`config.mk`:
```
export PLATFORM = sky130hd
export DESIGN_NAME = isoc_cell
export DESIGN_NICKNAME = d
export VERILOG_FILES = /design/src/rtl/isoc_pkg.sv /design/src/rtl/isoc_cell.sv
export VERILOG_INCLUDE_DIRS = /design/src /design/src/rtl
export SDC_FILE = /design/constraint.sdc
export NUM_CORES = 1
export LEC_CHECK = 0
export BUFFER_PORTS_ARGS = -buffer_cell sky130_fd_sc_hd__buf_2
export CORE_MARGIN = 5
export CORE_UTILIZATION = 51
export CTS_CLUSTER_DIAMETER = 60
export DETAILED_ROUTE_END_ITERATION = 8
export MAX_ROUTING_LAYER = met4
export PLACE_DENSITY = 0.79
export SETUP_SLACK_MARGIN = 0.2
export SYNTH_ARGS = -nofsm -noshare
export SYNTH_HDL_FRONTEND = slang
export SYNTH_SLANG_ARGS = --single-unit
```
`constraint.sdc`:
```
create_clock -name i_clk -period 2.79 [get_ports i_clk]
set_input_delay 0.1395 -clock i_clk [delete_from_list [all_inputs] [get_ports i_clk]]
set_output_delay 0.1395 -clock i_clk [all_outputs]
set_load 0.05 [all_outputs]
```
`src/rtl/interval_set_overlap_check_macros.svh`:
```
// ============================================================================
// interval_set_overlap_check_macros.svh
// Assertion macros shared by the interval overlap checker RTL.
// ============================================================================
`ifndef INTERVAL_SET_OVERLAP_CHECK_MACROS_SVH
`define INTERVAL_SET_OVERLAP_CHECK_MACROS_SVH

// Antecedent implies consequent in the same cycle.
`define ISOC_ASSERT_IMP(label, clk, rst_n, ante, cons, msg) \
    label: assert property (@(posedge clk) disable iff (!rst_n) (ante) |-> (cons)) \
        else $error(msg);

// Antecedent implies consequent in the following cycle.
`define ISOC_ASSERT_NXT(label, clk, rst_n, ante, cons, msg) \
    label: assert property (@(posedge clk) disable iff (!rst_n) (ante) |=> (cons)) \
        else $error(msg);

// Expression holds at every edge out of reset.
`define ISOC_ASSERT_ALW(label, clk, rst_n, expr, msg) \
    label: assert property (@(posedge clk) disable iff (!rst_n) (expr)) \
        else $error(msg);

`endif

```
`src/rtl/isoc_pkg.sv`:
```
// ============================================================================
// isoc_pkg
// Word types and token control flags for the interval overlap checker.
// ============================================================================
package isoc_pkg;

    localparam int TIME_FIELD_W  = 16;
    localparam int COUNT_FIELD_W = 7;

    // Input word: one interval
    typedef struct packed {
        logic [TIME_FIELD_W-1:0] start_time;
        logic [TIME_FIELD_W-1:0] end_time;
        logic                    last_meeting;
    } t_in_word;

    // Output word: verdict for one set
    typedef struct packed {
        logic                     all_compatible;
        logic                     set_overflow;
        logic [COUNT_FIELD_W-1:0] meeting_count;
    } t_out_word;

    // Control flags that travel with an interval along the cell chain
    typedef struct packed {
        logic valid;
        logic last;
        logic drop;
        logic hit;
    } t_tok_ctl;

endpackage

```
`src/rtl/isoc_cell.sv`:
```
// ============================================================================
// isoc_cell
// One slot of the interval store. Compares the passing interval against the
// interval held here, or captures it when this slot is its place in the set.
// ============================================================================
`include "interval_set_overlap_check_macros.svh"

module isoc_cell
    import isoc_pkg::*;
#(
    parameter int INDEX = 0,
    parameter int TW    = 16,
    parameter int CW    = 7
) (
    input  logic          i_clk,
    input  logic          i_rst_n,
    input  logic          i_advance,
    input  t_tok_ctl      i_ctl,
    input  logic [TW-1:0] i_start,
    input  logic [TW-1:0] i_end,
    input  logic [CW-1:0] i_cnt,
    output t_tok_ctl      o_ctl,
    output logic [TW-1:0] o_start,
    output logic [TW-1:0] o_end,
    output logic [CW-1:0] o_cnt
);

    // Count value of an interval whose place is this slot
    localparam logic [CW-1:0] SLOT_CNT = CW'(INDEX + 1);

    t_tok_ctl      r_ctl;
    t_tok_ctl      n_ctl;
    logic [TW-1:0] r_start;
    logic [TW-1:0] r_end;
    logic [CW-1:0] r_cnt;
    logic [TW-1:0] r_slot_start;
    logic [TW-1:0] r_slot_end;
    logic          cmp_en;
    logic          store_en;
    logic          hit;

    // Compare against earlier intervals, capture at own place
    always_comb begin
        cmp_en   = i_ctl.valid && !i_ctl.drop && (i_cnt > SLOT_CNT);
        store_en = i_ctl.valid && !i_ctl.drop && (i_cnt == SLOT_CNT);
        hit      = cmp_en && (i_start < r_slot_end) && (r_slot_start < i_end);
        n_ctl    = i_ctl;
        n_ctl.hit = i_ctl.hit | hit;
    end

    // Hand the word to the next cell
    always_ff @(posedge i_clk) begin
        if (!i_rst_n) begin
            r_ctl <= '0;
        end else if (i_advance) begin
            r_ctl <= n_ctl;
        end
    end

    always_ff @(posedge i_clk) begin
        if (i_advance) begin
            r_start <= i_start;
            r_end   <= i_end;
            r_cnt   <= i_cnt;
        end
    end

    // Hold the stored interval
    always_ff @(posedge i_clk) begin
        if (i_advance && store_en) begin
            r_slot_start <= i_start;
            r_slot_end   <= i_end;
        end
    end

    assign o_ctl   = r_ctl;
    assign o_start = r_start;
    assign o_end   = r_end;
    assign o_cnt   = r_cnt;

    // A dropped interval must never pick up a conflict
    `ISOC_ASSERT_NXT(a_drop_no_hit, i_clk, i_rst_n, i_advance && i_ctl.valid && i_ctl.drop, r_ctl.hit == $past(i_ctl.hit), "dropped interval gained a conflict")

endmodule

```
Word-level counts from Yosys, hierarchy flattened
Cells that the tools add are included.

Magnitude comparators: 3. Equal/unequal tests: 1. Bitwise operators: 1. Reduce and logical (&&, ||, !) cells: 7.

Operators by type and width (count): < comparator 16 bit (2); == test 7 x 1 -> 1 bit (second input constant) (1); > comparator 7 x 1 -> 1 bit (second input constant) (1); logical AND 1 bit (6); zero test 1 bit (1); bitwise OR 1 bit (1).

Bits in registers: 75. Output and inout bits: 43. Logic and storage cells: 21.

Longest topological paths before layout
Depth in word-level cells: 6. Gate-level depth with buffers: 8. Depth with buffers taken out: 8.

Least setup slack after synthesis
OpenSTA, ideal clock, no wires.

Kind: input -> register. From: in i_cnt[3]. To: reg r_slot_end[0], enable pin. Setup time: 421 ps. Arrival: 1857 ps. Slack: 512 ps. Stages: 3. Path buffers: 0. Cell sequence: nor4_1 > nand2_1 > nor2_1.

Cells in the longest elaborated chain, start to end: 3.

RTL lines: start: declaration (line isoc_cell.sv:21) `input logic [CW-1:0] i_cnt,`; == test 7 x 1 -> 1 bit (line isoc_cell.sv:45) `store_en = i_ctl.valid && !i_ctl.drop && (i_cnt == SLOT_CNT);`; logical AND 1 bit (line isoc_cell.sv:45); logical AND 1 bit (line isoc_cell.sv:70) `if (i_advance && store_en) begin`; end signal: assignment (line isoc_cell.sv:72) `r_slot_end <= i_end;`; end: declaration (line isoc_cell.sv:37) `logic [TW-1:0] r_slot_end;`.

Every way passes these cells. A chain may end at the register's enable or synchronous reset.

Final worst setup path
From: in i_start[2]. To: reg r_ctl (netlist bit o_ctl[0]).

Cells in the longest elaborated chain, start to end: 4.

RTL lines: start: declaration (line isoc_cell.sv:19) `input logic [TW-1:0] i_start,`; < comparator 16 bit (line isoc_cell.sv:46) `hit = cmp_en && (i_start < r_slot_end) && (r_slot_start < i_end);`; logical AND 1 bit (2 in a row) (line isoc_cell.sv:46); bitwise OR 1 bit (line isoc_cell.sv:48) `n_ctl.hit = i_ctl.hit | hit;`; end signal: assignment (line isoc_cell.sv:56) `r_ctl <= n_ctl;`; end: declaration (line isoc_cell.sv:31) `t_tok_ctl r_ctl;`.

Every way passes these cells.

==> reports/results.txt <==
Worst Setup Path Type: in -> reg
CP Capture Type: register
Family with the most delay on the worst path: compound AO/OA/AOI/OAI gates
Largest net degree at the start of global routing: 26
Crit-path max FO: 3
Via/cell ratio: 4.911
I/O Buffers: 88
Clock Tree Root: clkbuf_8
Yosys warning count: 0
GR Util met2: 0.2904
DR vias: 1989
RSZ-0062 raised after global routing: false
WL/cell: 15.43 um
Die Span Y: 87.40 um
CTS buffer count: 9
Avg Cell Area, Syn: 15.75 sq um
Diodes inserted: 0
Crit path cell chain: dlygate4sd3_1 -> buf_2 -> ha_1 -> a211o_2 -> a31oi_1 -> nor4_1 -> o21ai_1 -> a211o_1 -> a32o_1
Clock latency on the worst-skew pair: 0.34 ns
Worst Path Arrival: 2.22 ns
Rows: 28
Top-area cell type share of the netlist area: 0.6978
Critical path's slowest cell: dlygate4sd3_1
Share of layout cells above drive strength 1: 0.3273
Reg power frac: 0.487
CTS tree: built
Post-CTS Resized: 0
Synthesized area: 0.003055 sq mm
Final setup violation count: 0
Maximum root-to-sink buffer count: 2
Setup TNS: 0 ns
Leakage: 1.839 nW
Fin. max-slew vios: 0
Antenna Nets Post-Route: 0
DRT Wirelength: 6.248 mm
HPWL Detailed: 4.365 mm
Setup ws final: 0.8150 ns
Initial antenna violation count: 0
Hold Crit Class: in -> reg
DRC Markers: 0
Drt pass-1 iters: 4
Final period utilization: 0.7079
Unique masters post-synth: 27
Pwr per Cell Area: 641.3 mW/mm^2
Clock power frac: 0.372
Rel. slew slack: 0.6842
Req. time, crit path: 3.03 ns
Post-CTS Repair Setup Buffers: 0
Grt met3 use: 0.04825
Net Sw Frac: 0.2529
Routability-driven placement congestion ratio: 0.8005
All-layer global routing usage: 0.1773
Initial Util: 0.5191
Switch Pwr: 0.0006729 W
Sink Count: 75
Placed insts: 359
Synth area leaders: edfxtp_1 70%, ha_1 12%, inv_1 3.7%
Comb power frac: 0.141
Fillcell total: 411
Core area: 0.005886 sq mm
I/O Pins: 89
Worst-path clk slew: 0.08 ns
Chip width: 87.40 um
Largest area contributor in the netlist: edfxtp_1
Max-cap violations: 0
Syn_nets: 270
Post-Syn Instances: 194
Final Cell Area: 0.004149 sq mm
Worst Skew: 0.006262 ns
GRT Max-Usage Layer: met2
Slowest Stage Delay on Critical Path: 0.53 ns
Worst VDD drop: 491.0 uV
Vias in the first global route: 2086
Int Pwr: 0.001988 W
Yosys reg bits: 75
Seq/Total Area, Yosys: 0.7240
Crit path buf inv count: 2
Critical Path Source Type: primary input
Fin. Hold Viols: 0
First-pass GRT wire length: 9.749 mm
NumNets Final: 401
R2R Setup Slk: 0.93 ns
Post-Place Worst Slack: 0.9442 ns
Non-Filler Instances: 405
Placed Area: 0.003610 sq mm
Min cycle time layout: 1.975 ns
Area Growth Syn to Fin: 35.79%
Status: complete, no violations
Remaining Overflow, GRT: 0
Initial DRC count: 129
Slew @ Worst Pin: 0.4737 ns
Fmax: 0.5063 GHz
Met1 Track Usage GR: 0.2108
H-tree lvl count: 3
Total die area: 0.007639 sq mm
-- Yosys cell counts --
cell,number
ha_1,30
o21a_1,1
a22oi_1,1
o21ai_0,4
edfxtp_1,71
and4_1,1
a211o_1,1
a32o_1,1
nor2_1,6
nor4b_1,1
a211o_2,1
nor4_1,2
a21oi_1,9
a31oi_1,2
mux2i_1,3
nand3_1,2
a2111oi_0,1
buf_2,1
dfxtp_1,4
nand2_1,7
nor2b_1,4
o21ai_1,1
nand4b_1,1
inv_1,30
nand4_1,2
a21o_1,5
nand2b_1,2
-- power groups by stage --
| stage | combinational [W] | clock, W | sequential (W) |
|---|---|---|---|
| final | 0.000374 | 0.000990 | 0.00130 |
| after global routing | 0.000399 | 0.00106 | 0.00130 |
| after CTS | 0.000370 | 0.000999 | 0.00130 |
| after detailed placement | 0.000343 | 0 | 0.00132 |
| after global placement | 0.000336 | 0 | 0.00132 |
| after floorplan | 0.0000463 | 0 | 0.00150 |
-- kinds of logic (layout without fill, tap and decap cells) --
logic type,count (synthesis),in the layout,synth area share
flops,75,75,0.7240
buf+inv,31,167,0.03849
fa+ha+maj,30,30,0.1229
simple gates,28,28,0.04832
compound gates,27,27,0.05651
mux,3,3,0.009828
-- layout by cell type, fill, tap and decap left out, drive strengths merged, types with 3 or more instances in the layout --
cell and count:
a21o 5, a21oi 9, nor2b 4, dfxtp 4
buf 91, inv 31, nand2 7, dlygate4sd3 30
nor2 6, clkbuf 9, edfxtp 71, ha 30
o21ai 5, mux2i 3, bufinv 3
-- metal layers --
| layer | up-vias | share of wire | wire (um) |
|---|---|---|---|
| li1 | 973 | - | - |
| met1 | 938 | 0.41 | 2568 |
| met2 | 67 | 0.50 | 3139 |
| met3 | 11 | 0.071 | 441 |
| met4 | 0 | 0.016 | 98 |
| met5 | - | 0 | 0 |
-- worst reg2reg max path, delay by kind of cell, from the launching register on --
kind / cells / cell delay [ns]
AO/OA/AOI/OAI: 5 / 0.80
AND/OR/NAND/NOR: 1 / 0.31
adder cells (fa/ha/maj): 1 / 0.28
buffers and inverters: 1 / 0.04
flip-flops: 1 / 0.32
-- area by class of cell --
class,count,area (sq um),area share
Multi-Input combinational cell,88,728.2,0.1755
Clock inverter,7,115.1,0.02774
Tap cell,75,93.84,0.02262
Clock buffer,9,123.9,0.02986
Sequential cell,75,2212,0.5332
Timing Repair Buffer,121,763.2,0.1840
Inverter,30,112.6,0.02714
-- sequential cells by signal, indices dropped and copies added, names as in the netlist --
register / flops
o_cnt: 7
o_ctl: 4
o_start: 16
r_slot_end: 16
o_end: 16
r_slot_start: 16
-- worst paths after layout --
check,cells past startpoint,to,from
worst max register to register,8,o_ctl[0]$_SDFFE_PN0P_,r_slot_end[2]$_DFFE_PP_
worst max-delay path,9,o_ctl[0]$_SDFFE_PN0P_,i_start[2]
worst min-delay path,1,r_slot_end[14]$_DFFE_PP_,i_end[14]
worst min register to register,2,o_ctl[1]$_SDFFE_PN0P_,o_ctl[1]$_SDFFE_PN0P_
-- repair_timing --
action / in CTS / in global routing
endpoints found under the hold margin: 37 / 11
hold buffers: 23 / 7
setup endpoints to repair: 0 / 0
-- stage by stage --
step,hold WS [ns],utilization,power (W)
after global placement,0.3325,0.6133,0.001657
after detailed placement,0.3335,0.6133,0.001665
final,0.008857,0.7049,0.002661
after CTS,0.0003500,0.6930,0.002665
after floorplan,0.2384,-,0.001548
after global routing,0.002780,0.7049,0.002761
(Power assumes the default switching activity.)
