$ cat src/rtl/interval_set_overlap_check_macros.svh
// ============================================================================
// interval_set_overlap_check_macros.svh
// Assertion macros shared by the interval overlap checker RTL.
// ============================================================================
`ifndef INTERVAL_SET_OVERLAP_CHECK_MACROS_SVH
`define INTERVAL_SET_OVERLAP_CHECK_MACROS_SVH

// Antecedent implies consequent in the same cycle.
`define ISOC_ASSERT_IMP(label, clk, rst_n, ante, cons, msg) \
    label: assert property (@(posedge clk) disable iff (!rst_n) (ante) |-> (cons)) \
        else $error(msg);

// Antecedent implies consequent in the following cycle.
`define ISOC_ASSERT_NXT(label, clk, rst_n, ante, cons, msg) \
    label: assert property (@(posedge clk) disable iff (!rst_n) (ante) |=> (cons)) \
        else $error(msg);

// Expression holds at every edge out of reset.
`define ISOC_ASSERT_ALW(label, clk, rst_n, expr, msg) \
    label: assert property (@(posedge clk) disable iff (!rst_n) (expr)) \
        else $error(msg);

`endif

$ cat src/rtl/isoc_pkg.sv
// ============================================================================
// isoc_pkg
// Word types and token control flags for the interval overlap checker.
// ============================================================================
package isoc_pkg;

    localparam int TIME_FIELD_W  = 16;
    localparam int COUNT_FIELD_W = 7;

    // Input word: one interval
    typedef struct packed {
        logic [TIME_FIELD_W-1:0] start_time;
        logic [TIME_FIELD_W-1:0] end_time;
        logic                    last_meeting;
    } t_in_word;

    // Output word: verdict for one set
    typedef struct packed {
        logic                     all_compatible;
        logic                     set_overflow;
        logic [COUNT_FIELD_W-1:0] meeting_count;
    } t_out_word;

    // Control flags that travel with an interval along the cell chain
    typedef struct packed {
        logic valid;
        logic last;
        logic drop;
        logic hit;
    } t_tok_ctl;

endpackage

$ cat src/rtl/isoc_out.sv
// ============================================================================
// isoc_out
// End of the cell chain: gathers conflict and overflow per set and holds the
// verdict word until it is taken.
// ============================================================================
`include "interval_set_overlap_check_macros.svh"

module isoc_out
    import isoc_pkg::*;
#(
    parameter int MAX_MEETINGS = 64,
    parameter int CW           = 7
) (
    input  logic          i_clk,
    input  logic          i_rst_n,
    input  t_tok_ctl      i_ctl,
    input  logic [CW-1:0] i_cnt,
    output logic          o_advance,
    output logic          o_out_valid,
    input  logic          i_out_ready,
    output t_out_word     o_out_word
);

    logic      r_out_valid;
    t_out_word r_out_word;
    logic      r_conflict;
    logic      r_overflow;
    logic      take;
    logic      emit;

    // Stall the chain only when a finished set meets a full output register that is not being taken
    assign o_advance = !(i_ctl.valid && i_ctl.last && r_out_valid && !i_out_ready);
    assign take      = o_advance && i_ctl.valid;
    assign emit      = take && i_ctl.last;

    // Accumulate per-set flags, clear them at the end of each set
    always_ff @(posedge i_clk) begin
        if (!i_rst_n) begin
            r_out_valid <= 1'b0;
            r_conflict  <= 1'b0;
            r_overflow  <= 1'b0;
        end else begin
            if (emit) begin
                r_out_valid <= 1'b1;
                r_conflict  <= 1'b0;
                r_overflow  <= 1'b0;
            end else begin
                if (i_out_ready) begin
                    r_out_valid <= 1'b0;
                end
                if (take) begin
                    r_conflict <= r_conflict | i_ctl.hit;
                    r_overflow <= r_overflow | i_ctl.drop;
                end
            end
        end
    end

    // Load the verdict word
    always_ff @(posedge i_clk) begin
        if (emit) begin
            r_out_word.all_compatible <= !(r_conflict | i_ctl.hit);
            r_out_word.set_overflow   <= r_overflow | i_ctl.drop;
            r_out_word.meeting_count  <= COUNT_FIELD_W'(i_cnt);
        end
    end

    assign o_out_valid = r_out_valid;
    assign o_out_word  = r_out_word;

    // An overflowed set reports a full store
    `ISOC_ASSERT_IMP(a_ovf_full, i_clk, i_rst_n, r_out_valid && r_out_word.set_overflow, r_out_word.meeting_count == COUNT_FIELD_W'(MAX_MEETINGS), "overflowed set without full count")

endmodule

$ cat config.mk
export PLATFORM = sky130hd
export DESIGN_NAME = isoc_out
export DESIGN_NICKNAME = d
export VERILOG_FILES = /design/src/rtl/isoc_pkg.sv /design/src/rtl/isoc_out.sv
export VERILOG_INCLUDE_DIRS = /design/src /design/src/rtl
export SDC_FILE = /design/constraint.sdc
export NUM_CORES = 1
export LEC_CHECK = 0
export BUFFER_PORTS_ARGS = -buffer_cell sky130_fd_sc_hd__buf_2
export CAP_MARGIN = 5
export CORE_AREA = 2 2 39 41
export CTS_BUF_LIST = sky130_fd_sc_hd__clkbuf_8 sky130_fd_sc_hd__clkbuf_16
export DETAILED_ROUTE_END_ITERATION = 6
export DIE_AREA = 0 0 41 43
export PLACE_DENSITY_LB_ADDON = 0.05
export SYNTH_ARGS = -nofsm -noshare
export SYNTH_HDL_FRONTEND = slang
export SYNTH_SLANG_ARGS = --single-unit
$ cat constraint.sdc
create_clock -name i_clk -period 1.25 [get_ports i_clk]
set_input_delay 0.25 -clock i_clk [delete_from_list [all_inputs] [get_ports i_clk]]
set_output_delay 0.25 -clock i_clk [all_outputs]
set_load 0.02 [all_outputs]
# Word-level counts from Yosys, hierarchy flattened
# Index checks and enable logic that the tools add are counted.
# totals
register_bits	12
latchBits	0
ram_bits	0
mem_bits_ro	0
input_bits	14
output_inout_bits	11
wordCells	21
memories	0
# classes
add_sub_neg	0
mul	0
div	0
order_cmp	0
eq_ne	0
n_shift	0
n_mux	2
bitwise	3
n_reduce_logical	10
# ops
cell	n
$logic_and 1x1->1	5
$logic_not 1->1	3
$mux 1	2
$or 1x1->1	2
$reduce_bool 2->1	1
$reduce_or 2->1	1
$not 1->1	1

# Longest topological paths before layout
# Gate-level depths: netlist of the first run.
# depth
ltp_word	7
ltp_mapped	3
mapped_depth_nobuf	3

# Least setup slack after synthesis of the first run
# OpenSTA, ideal clock, no wires.
# synth_path
path_kind	reg2reg
start	register r_out_valid, in the netlist o_out_valid
end	register r_out_word (netlist bit o_out_word[0]), enable pin
setup_ps	374
t_arrival_ps	1046
required_ps	876
path_slack_ps	-170
path_stages_with_launch	3
n_path_buf	0
synth_period_minus_slack_ps	1420
path_cell_list	dfxtp_1 -> and2b_2 -> nor2_1
# synth_between
elab_chain_len	5
# synth_lines
element	line_no	source
start, declared	isoc_out.sv:24	logic r_out_valid;
start signal, assigned	isoc_out.sv:39	r_out_valid <= 1'b0;
start signal, assigned	isoc_out.sv:44	r_out_valid <= 1'b1;
start signal, assigned	isoc_out.sv:49	r_out_valid <= 1'b0;
$logic_and 1x1->1 (2 in a row)	isoc_out.sv:32	assign o_advance = !(i_ctl.valid && i_ctl.last && r_out_valid && !i_out_ready);
$logic_not 1->1	isoc_out.sv:32	
$logic_and 1x1->1	isoc_out.sv:33	assign take = o_advance && i_ctl.valid;
$logic_and 1x1->1	isoc_out.sv:34	assign emit = take && i_ctl.last;
net emit	isoc_out.sv:29	logic emit;
end, declared	isoc_out.sv:25	t_out_word r_out_word;
# The timed path passes the listed nets, and every way through them passes these cells.
# A chain may end at the register's enable or synchronous reset.

# Worst setup path in the final report of the first run
# layout_path
start	register r_out_valid, in the netlist o_out_valid
end	register r_out_word (netlist bit o_out_word[2]), enable pin
# The elaborated chain is that of the path after synthesis.

==> results.txt, run 1 <==
The transition at the pin with the smallest max-transition slack came out at about 250 ps. The cell taking the most area after synthesis is sky130_fd_sc_hd__edfxtp_1. The total negative setup slack is 0 ps. In this run the static leakage power is 0.000283 uW. The dominant delay contributor by cell family on the critical path is simple AND/OR/NAND/NOR gates. Power spread over the standard cell area amounts to between 1000 and 1500 nW/um^2. The clock tree from TritonCTS is done. The number of distinct standard cells referenced by the synthesized netlist came out at 14. The post-route clock skew came out at between 2 and 3 ps. The via count of the first global-routing pass came out at between 300 and 400. Of the synthesized area, sequential elements account for between 70% and 80%. In the post-synthesis netlist, the biggest area contributors are sky130_fd_sc_hd__edfxtp_1, sky130_fd_sc_hd__dfxtp_1, sky130_fd_sc_hd__nand2b_4. The clock-pin transition on the worst setup and hold timing paths came out at approximately 50 ps. CTS built an H-tree with a depth of 1. The count of endpoints failing hold in the final timing report is 0. The number of antenna violations at the first check in global routing is 0. For this run the aggregate overflow at the end of global routing stands at 0.

On the critical path, the stage with the largest delay is an instance of sky130_fd_sc_hd__dfxtp_4. The total instance count after detailed placement came out at 68. The design draws between 800 and 900 uW. Sorting the synthesized cells by how often they occur yields sky130_fd_sc_hd__edfxtp_1, sky130_fd_sc_hd__dfxtp_1, sky130_fd_sc_hd__nand2_1. The async set or reset register ratio after synthesis came out at 0%.

The critical path data required time came out at about 1200 ps. The worst-case clock buffer depth came out at 2. Data on the critical path arrives at its endpoint at 1120 ps. The post-layout instance area is 657 sq um. The largest vdd supply drop is between 0.6 and 0.7 mV.

The area after detailed placement came out at 582 sq um. STA classifies the critical path endpoint as a flop. Across all layers, the routed design uses ~330 vias. The clock reaches the later pin of the worst-skew pair after ~230 ps.

Counting cells, the worst reg-to-reg path comes to 3. The critical path goes through and2b_2, buf_4, nor2_4. The setup slack of the critical path after layout came out at roughly 45 ps. Summed over all layers, the routed wires come to between 800 and 900 um.

For this block, the initial DRC count from the detailed router was 0. The primary flip-flop cell chosen by synthesis mapping is sky130_fd_sc_hd__edfxtp_1. The worst-case headroom to the max-slew limit is approximately 83%. The number of clock sinks is 12.

The count of maximum capacitance violations came out at 0. The initial core utilization is 31.4%. The number of buffers inserted by port buffering is 24. The number of DRC violations after detailed routing is 0. The number of buffer and inverter stages on the critical path is 1. The antenna cell count came out at 0. The number of CTS-inserted buffers is 3.

The gate count after technology mapping is 28. The path class of the lowest-slack min-delay path is in -> reg. The largest net degree at the start of global routing is 10. The full die area is about 1800 sq um. The final setup violation count is 0. Setup repair after global routing left no endpoint under its margin. The number of buffers inserted for hold repair after clock tree synthesis is 0.

Once layout is complete, the cells apart from fillers number 74. The share of the clock period used by the worst path is a little over nine tenths. The flow ran to the end, and the final reports show no timing, DRC or antenna violations.

The detailed-route vias per instance is about 4.5. The average instance area after synthesis came out at 15.5 sq um. Yosys instantiated no cell more often than sky130_fd_sc_hd__edfxtp_1. The total global-route track usage came out at 10.5%.

The growth of design area from synthesis to finish is 51.3%. The worst setup path is of the reg -> reg kind. The count of nets left with antenna violations after detail routing came out at 0. At the placement stage, the worst setup path has a slack of roughly 90 ps. CTS placed an instance of sky130_fd_sc_hd__clkbuf_8 at the clock tree root. During synthesis, Yosys emitted a total of 0 warnings. The number of nets handed over by synthesis was 42. The total number of placement rows came out at 14. The critical path crosses 3 cells after its start point. The number of enable flip-flop cells after synthesis came out at 9. The nature of the critical path startpoint is a flop. The first global-routing pass estimated 1.23 mm of wire. The hold-critical path depth is 1. In this run the vertical extent of the chip is around 43 um. The first-pass detailed-route iteration total is 1. The core footprint came out at approximately 1400 sq um.

After synthesis, the largest area contributor takes up 62.2% of total cell area. Detailed placement finished with a half-perimeter wire length of around 650 um. Pin placement for this block handled 25 I/O pins. The total of flip-flops plus latches after synthesis is 12. The netlist area before placement is between 400 and 500 sq um. The final weighted congestion in routability-driven placement came out at about 0.70.

The count of pins over their slew limit came out at 0. The highest cell delay on the worst timing path is 330 ps. Of all nets on the critical path, the largest fanout is 9. The horizontal die dimension came out at slightly above 40 um. In the final routed layout, each cell accounts on average for between 10 and 15 um. The maximum frequency from static timing analysis came out at between 800 and 900 MHz. After the last flow step, the layout net total stands at 73. The share of cells above drive strength 1 came out at approximately 64%. The filler cells instantiated in the layout total around 140.

The shortest period the worst path allows came out at 1200 ps.
==> repair_timing <==
action | 4_1_cts | 5_1_grt
setup buffers | 0 | 2
hold endpoints to repair | 0 | 0
pin swaps | 0 | 2
setup endpoints to repair | 1 | 1
gates resized for setup | 4 | 1
==> state kept, by name, indices dropped and copies added, names as in the netlist <==
| register | flops |
|---|---|
| o_out_valid | 1 |
| o_out_word | 9 |
| r_conflict | 1 |
| r_overflow | 1 |
==> final timing paths <==
kind                                  start            end  slack, ps
worst min register to register   r_overflow     r_overflow        480
worst max-delay path            o_out_valid  o_out_word[2]         50
worst max register to register  o_out_valid  o_out_word[2]         50
worst min-delay path               i_cnt[3]  o_out_word[3]        190
==> cell usage in the layout (no fill, tap or decap), drive strengths merged <==
master,instances
a21boi,1
a21oi,2
and2,1
and2b,1
buf,26
clkbuf,3
clkinv,1
dfxtp,3
edfxtp,9
nand2,3
nand2b,2
nand3,1
nor2,2
o22ai,2
or2,1
==> layer usage <==
| layer | part of all wire, % | global-route usage [%] | up-vias |
|---|---|---|---|
| met4 | 0 | 6.00 | 0 |
| li1 | - | - | 160 |
| met2 | 58 | 18.4 | 14 |
| met1 | 34 | 10.7 | 157 |
| met5 | 0 | 0 | - |
| met3 | 8.3 | 1.57 | 0 |
==> per-stage QoR <==
| step | util (%) | hold WS (ps) |
|---|---|---|
| finish | 47.5 | 192 |
| global route | 47.5 | 182 |
| CTS | 46.2 | 184 |
| detailed placement | 42.0 | 429 |
| global placement | 42.0 | 429 |
| floorplan | - | 349 |
==> final cells by class <==
| class | instances | area (sq um) | area share [%] |
|---|---|---|---|
| clock buffers | 3 | 41.3 | 6.29 |
| well taps | 16 | 20.0 | 3.05 |
| clock inverters | 1 | 3.75 | 0.571 |
| multi-input cells | 16 | 116 | 17.7 |
| repair buffers | 26 | 141 | 21.5 |
| flip-flops and latches | 12 | 334 | 50.9 |
==> kinds of logic (layout without fill, tap and decap cells) <==
logic type      Yosys count  in the layout  share of synthesized area (%)
flops                    12             12                           76.1
buf+inv                   0             30                              0
simple gates             11             11                           15.6
compound gates            5              5                           8.36
==> report_power, final <==
part	total, uW	switching (uW)	leakage [uW]	internal (uW)
clock network	340	125	0.0000231	215
logic	97.2	52.8	0.000150	44.4
registers	456	5.96	0.000109	450
No activity file was read; power rests on OpenSTA's default activity.
==> run 2: changes to the inputs <==
Clock period 1.25 ns to 1.4 ns, I/O delays scaled along.
==> results.txt, run 2 (same netlist as run 1, synthesis figures left out) <==
The core footprint is approximately 1400 sq um. The hold-critical path depth is 1. The tree is rooted in a sky130_fd_sc_hd__clkbuf_8. The largest vdd supply drop is around 0.42 mV. The number of vias after detailed routing came out at ~320. The iteration-0 DRC count of the detailed router came out at 2. The number of clock sinks came out at 12. The overall power is roughly 800 uW. The wire length of the first global-routing pass is 1.17 mm. The worst register-to-register path has a depth of 2.

The remaining global-route overflow is 0. Global routing used around a tenth of the available tracks across all layers. The number of ports placed on the die boundary came out at 25. The count of maximum capacitance violations is 0.

Relative to the synthesized area, the layout overhead comes to 43.2%. Setup repair after global routing left no endpoint under its margin. In this run the number of H-tree levels came out at 1. The number of flip-flops in the largest register is 9. The number of DRC violations after detailed routing came out at 0.

Entering global routing, the biggest net connects 10 pins. Leaving out fill and tap cells, the most frequent cells in the layout are sky130_fd_sc_hd__buf_2, sky130_fd_sc_hd__edfxtp_1, sky130_fd_sc_hd__nand2_1, sky130_fd_sc_hd__clkbuf_8, sky130_fd_sc_hd__dfxtp_1. The layout net count came out at 71. The full die area is around 1800 sq um. The count of nets left with antenna violations after detail routing is 0. The clock latency reported for the late side of the worst-skew pair is around 230 ps. The die is approximately 41 um wide. The run finished with clean final reports.

Buffers placed on the I/O ports in this run total 24. In this run the static leakage power is 0.000272 uW. The count of fill cells added during filler insertion is around 130.

Cells fill approximately 45% of the core in the end. The shortest period the worst path allows came out at about 1300 ps. The via count of the first global-routing pass is ~280. The number of buffers inserted for hold repair after clock tree synthesis is 0. The power density over cell area is 1260 nW/um^2. The antenna cell count came out at 0. In the final layout, flip-flops and latches occupy roughly 330 sq um. The worst-case headroom to the max-slew limit is between 70 and 80%.

The final weighted congestion in routability-driven placement came out at ~0.67. The met1 capacity usage during global routing came out at under 10%. The post-layout instance area came out at slightly above 600 sq um. The critical path data required time is roughly 1100 ps. The final-layout worst hold slack is 226 ps.

STA classifies the critical path endpoint as an output port. The total negative setup slack came out at 0 ps. In this run the cell area measured after placement is just under 600 sq um.

The final setup violation count came out at 0. For met3 alone, demand over resource in global routing was between 3 and 4%. The post-CTS resize count is 0. Dividing the detail-routed wire length by the instance count gives 10.0 um.

The count of endpoints failing hold in the final timing report is 0. In the global route stage, met2 resource usage came out at 17.5%. The worst path uses just over 90% of the clock period. The startpoint-to-endpoint class of the critical path is reg -> out. TritonCTS built the clock tree.

The arrival time of data at the critical path endpoint came out at ~1000 ps. The worst hold path belongs to the class in -> reg. Counting along the longest clock path gives a buffer depth of 2. The initial core utilization is between 30% and 40%. The number of buffers inserted by post-CTS setup repair came out at 0. The routed design has ~720 um of wire. Timing would allow up to 771 MHz. The most common library cell in the layout ignoring fill and taps is sky130_fd_sc_hd__buf_2. The layer flagged by global routing as most heavily used is met2. In the routed layout, each cell is associated on average with a via count of approximately 4.4. The transition at the pin with the smallest max-transition slack is 416 ps.

The area of combinational cells with multiple inputs is 106 sq um. The clock-pin transition on the worst setup and hold timing paths came out at 50 ps. The number of antenna violations at the first check in global routing is 0. The vertical die dimension is 43 um.

The peak fanout along the critical path is 3. The first-pass detailed-route iteration total is 2. The total number of placement rows came out at 14. The worst setup path is launched from a flop. Clock tree synthesis inserted a total of 3 buffers. In the final layout, the share of cells above drive strength 1 is around 59%.

The count of pins over their slew limit came to 0. Across the routed clock network, the largest skew measured is 2.03 ps.
run 2: changes by cell type in the layout (fill, tap and decap cells not counted):
cell,change
sky130_fd_sc_hd__nor2_4,-1
sky130_fd_sc_hd__dfxtp_4,-1
sky130_fd_sc_hd__dfxtp_1,+1
sky130_fd_sc_hd__buf_6,-1
sky130_fd_sc_hd__nor2_2,+1
sky130_fd_sc_hd__buf_4,-2
sky130_fd_sc_hd__inv_1,+1
sky130_fd_sc_hd__nand3_1,+1
sky130_fd_sc_hd__buf_2,+1
sky130_fd_sc_hd__nand3_2,-1
sky130_fd_sc_hd__clkinv_1,-1
run 2: power by group:
| group | internal, uW | switching, uW |
|---|---|---|
| combinational | 35.1 | 43.1 |
| clock | 191 | 102 |
| sequential | 403 | 6.00 |
run 2: worst paths after layout:
path                     from       endpoint  slack, ps
setup / recovery  o_out_valid      o_advance        100
hold / removal       i_cnt[5]  o_out_word[5]        230
setup reg to reg  o_out_valid  o_out_word[3]        150
hold reg to reg    r_overflow     r_overflow        490
run 2: metal layers:
metal	vias to the layer above	share of wire, %
li1	157	-
met1	144	32
met2	15	56
met3	2	12
met4	0	1.1
met5	-	0
run 2: metrics by stage:
| step | std cells | setup slack [ps] |
|---|---|---|
| 2_1_floorplan | 28 | 138 |
| 3_3_place_gp | 68 | 124 |
| 3_5_place_dp | 68 | 72.5 |
| 4_1_cts | 72 | 90.9 |
| 5_1_grt | 72 | 34.2 |
| 6_report | 72 | 103 |
run 2: area by class of cell:
type | count | area share, %
flip-flops and latches | 12 | 53.1
repair buffers | 24 | 19.3
multi-input cells | 16 | 17.1
clock buffers | 3 | 6.64
well taps | 16 | 3.22
clock inverters | 1 | 0.604
run 2: critical path: stages, from the launching register on:
cell,delay [ps]
sky130_fd_sc_hd__dfxtp_1,380
sky130_fd_sc_hd__and2b_2,180
sky130_fd_sc_hd__nand3_1,70
sky130_fd_sc_hd__buf_2,160
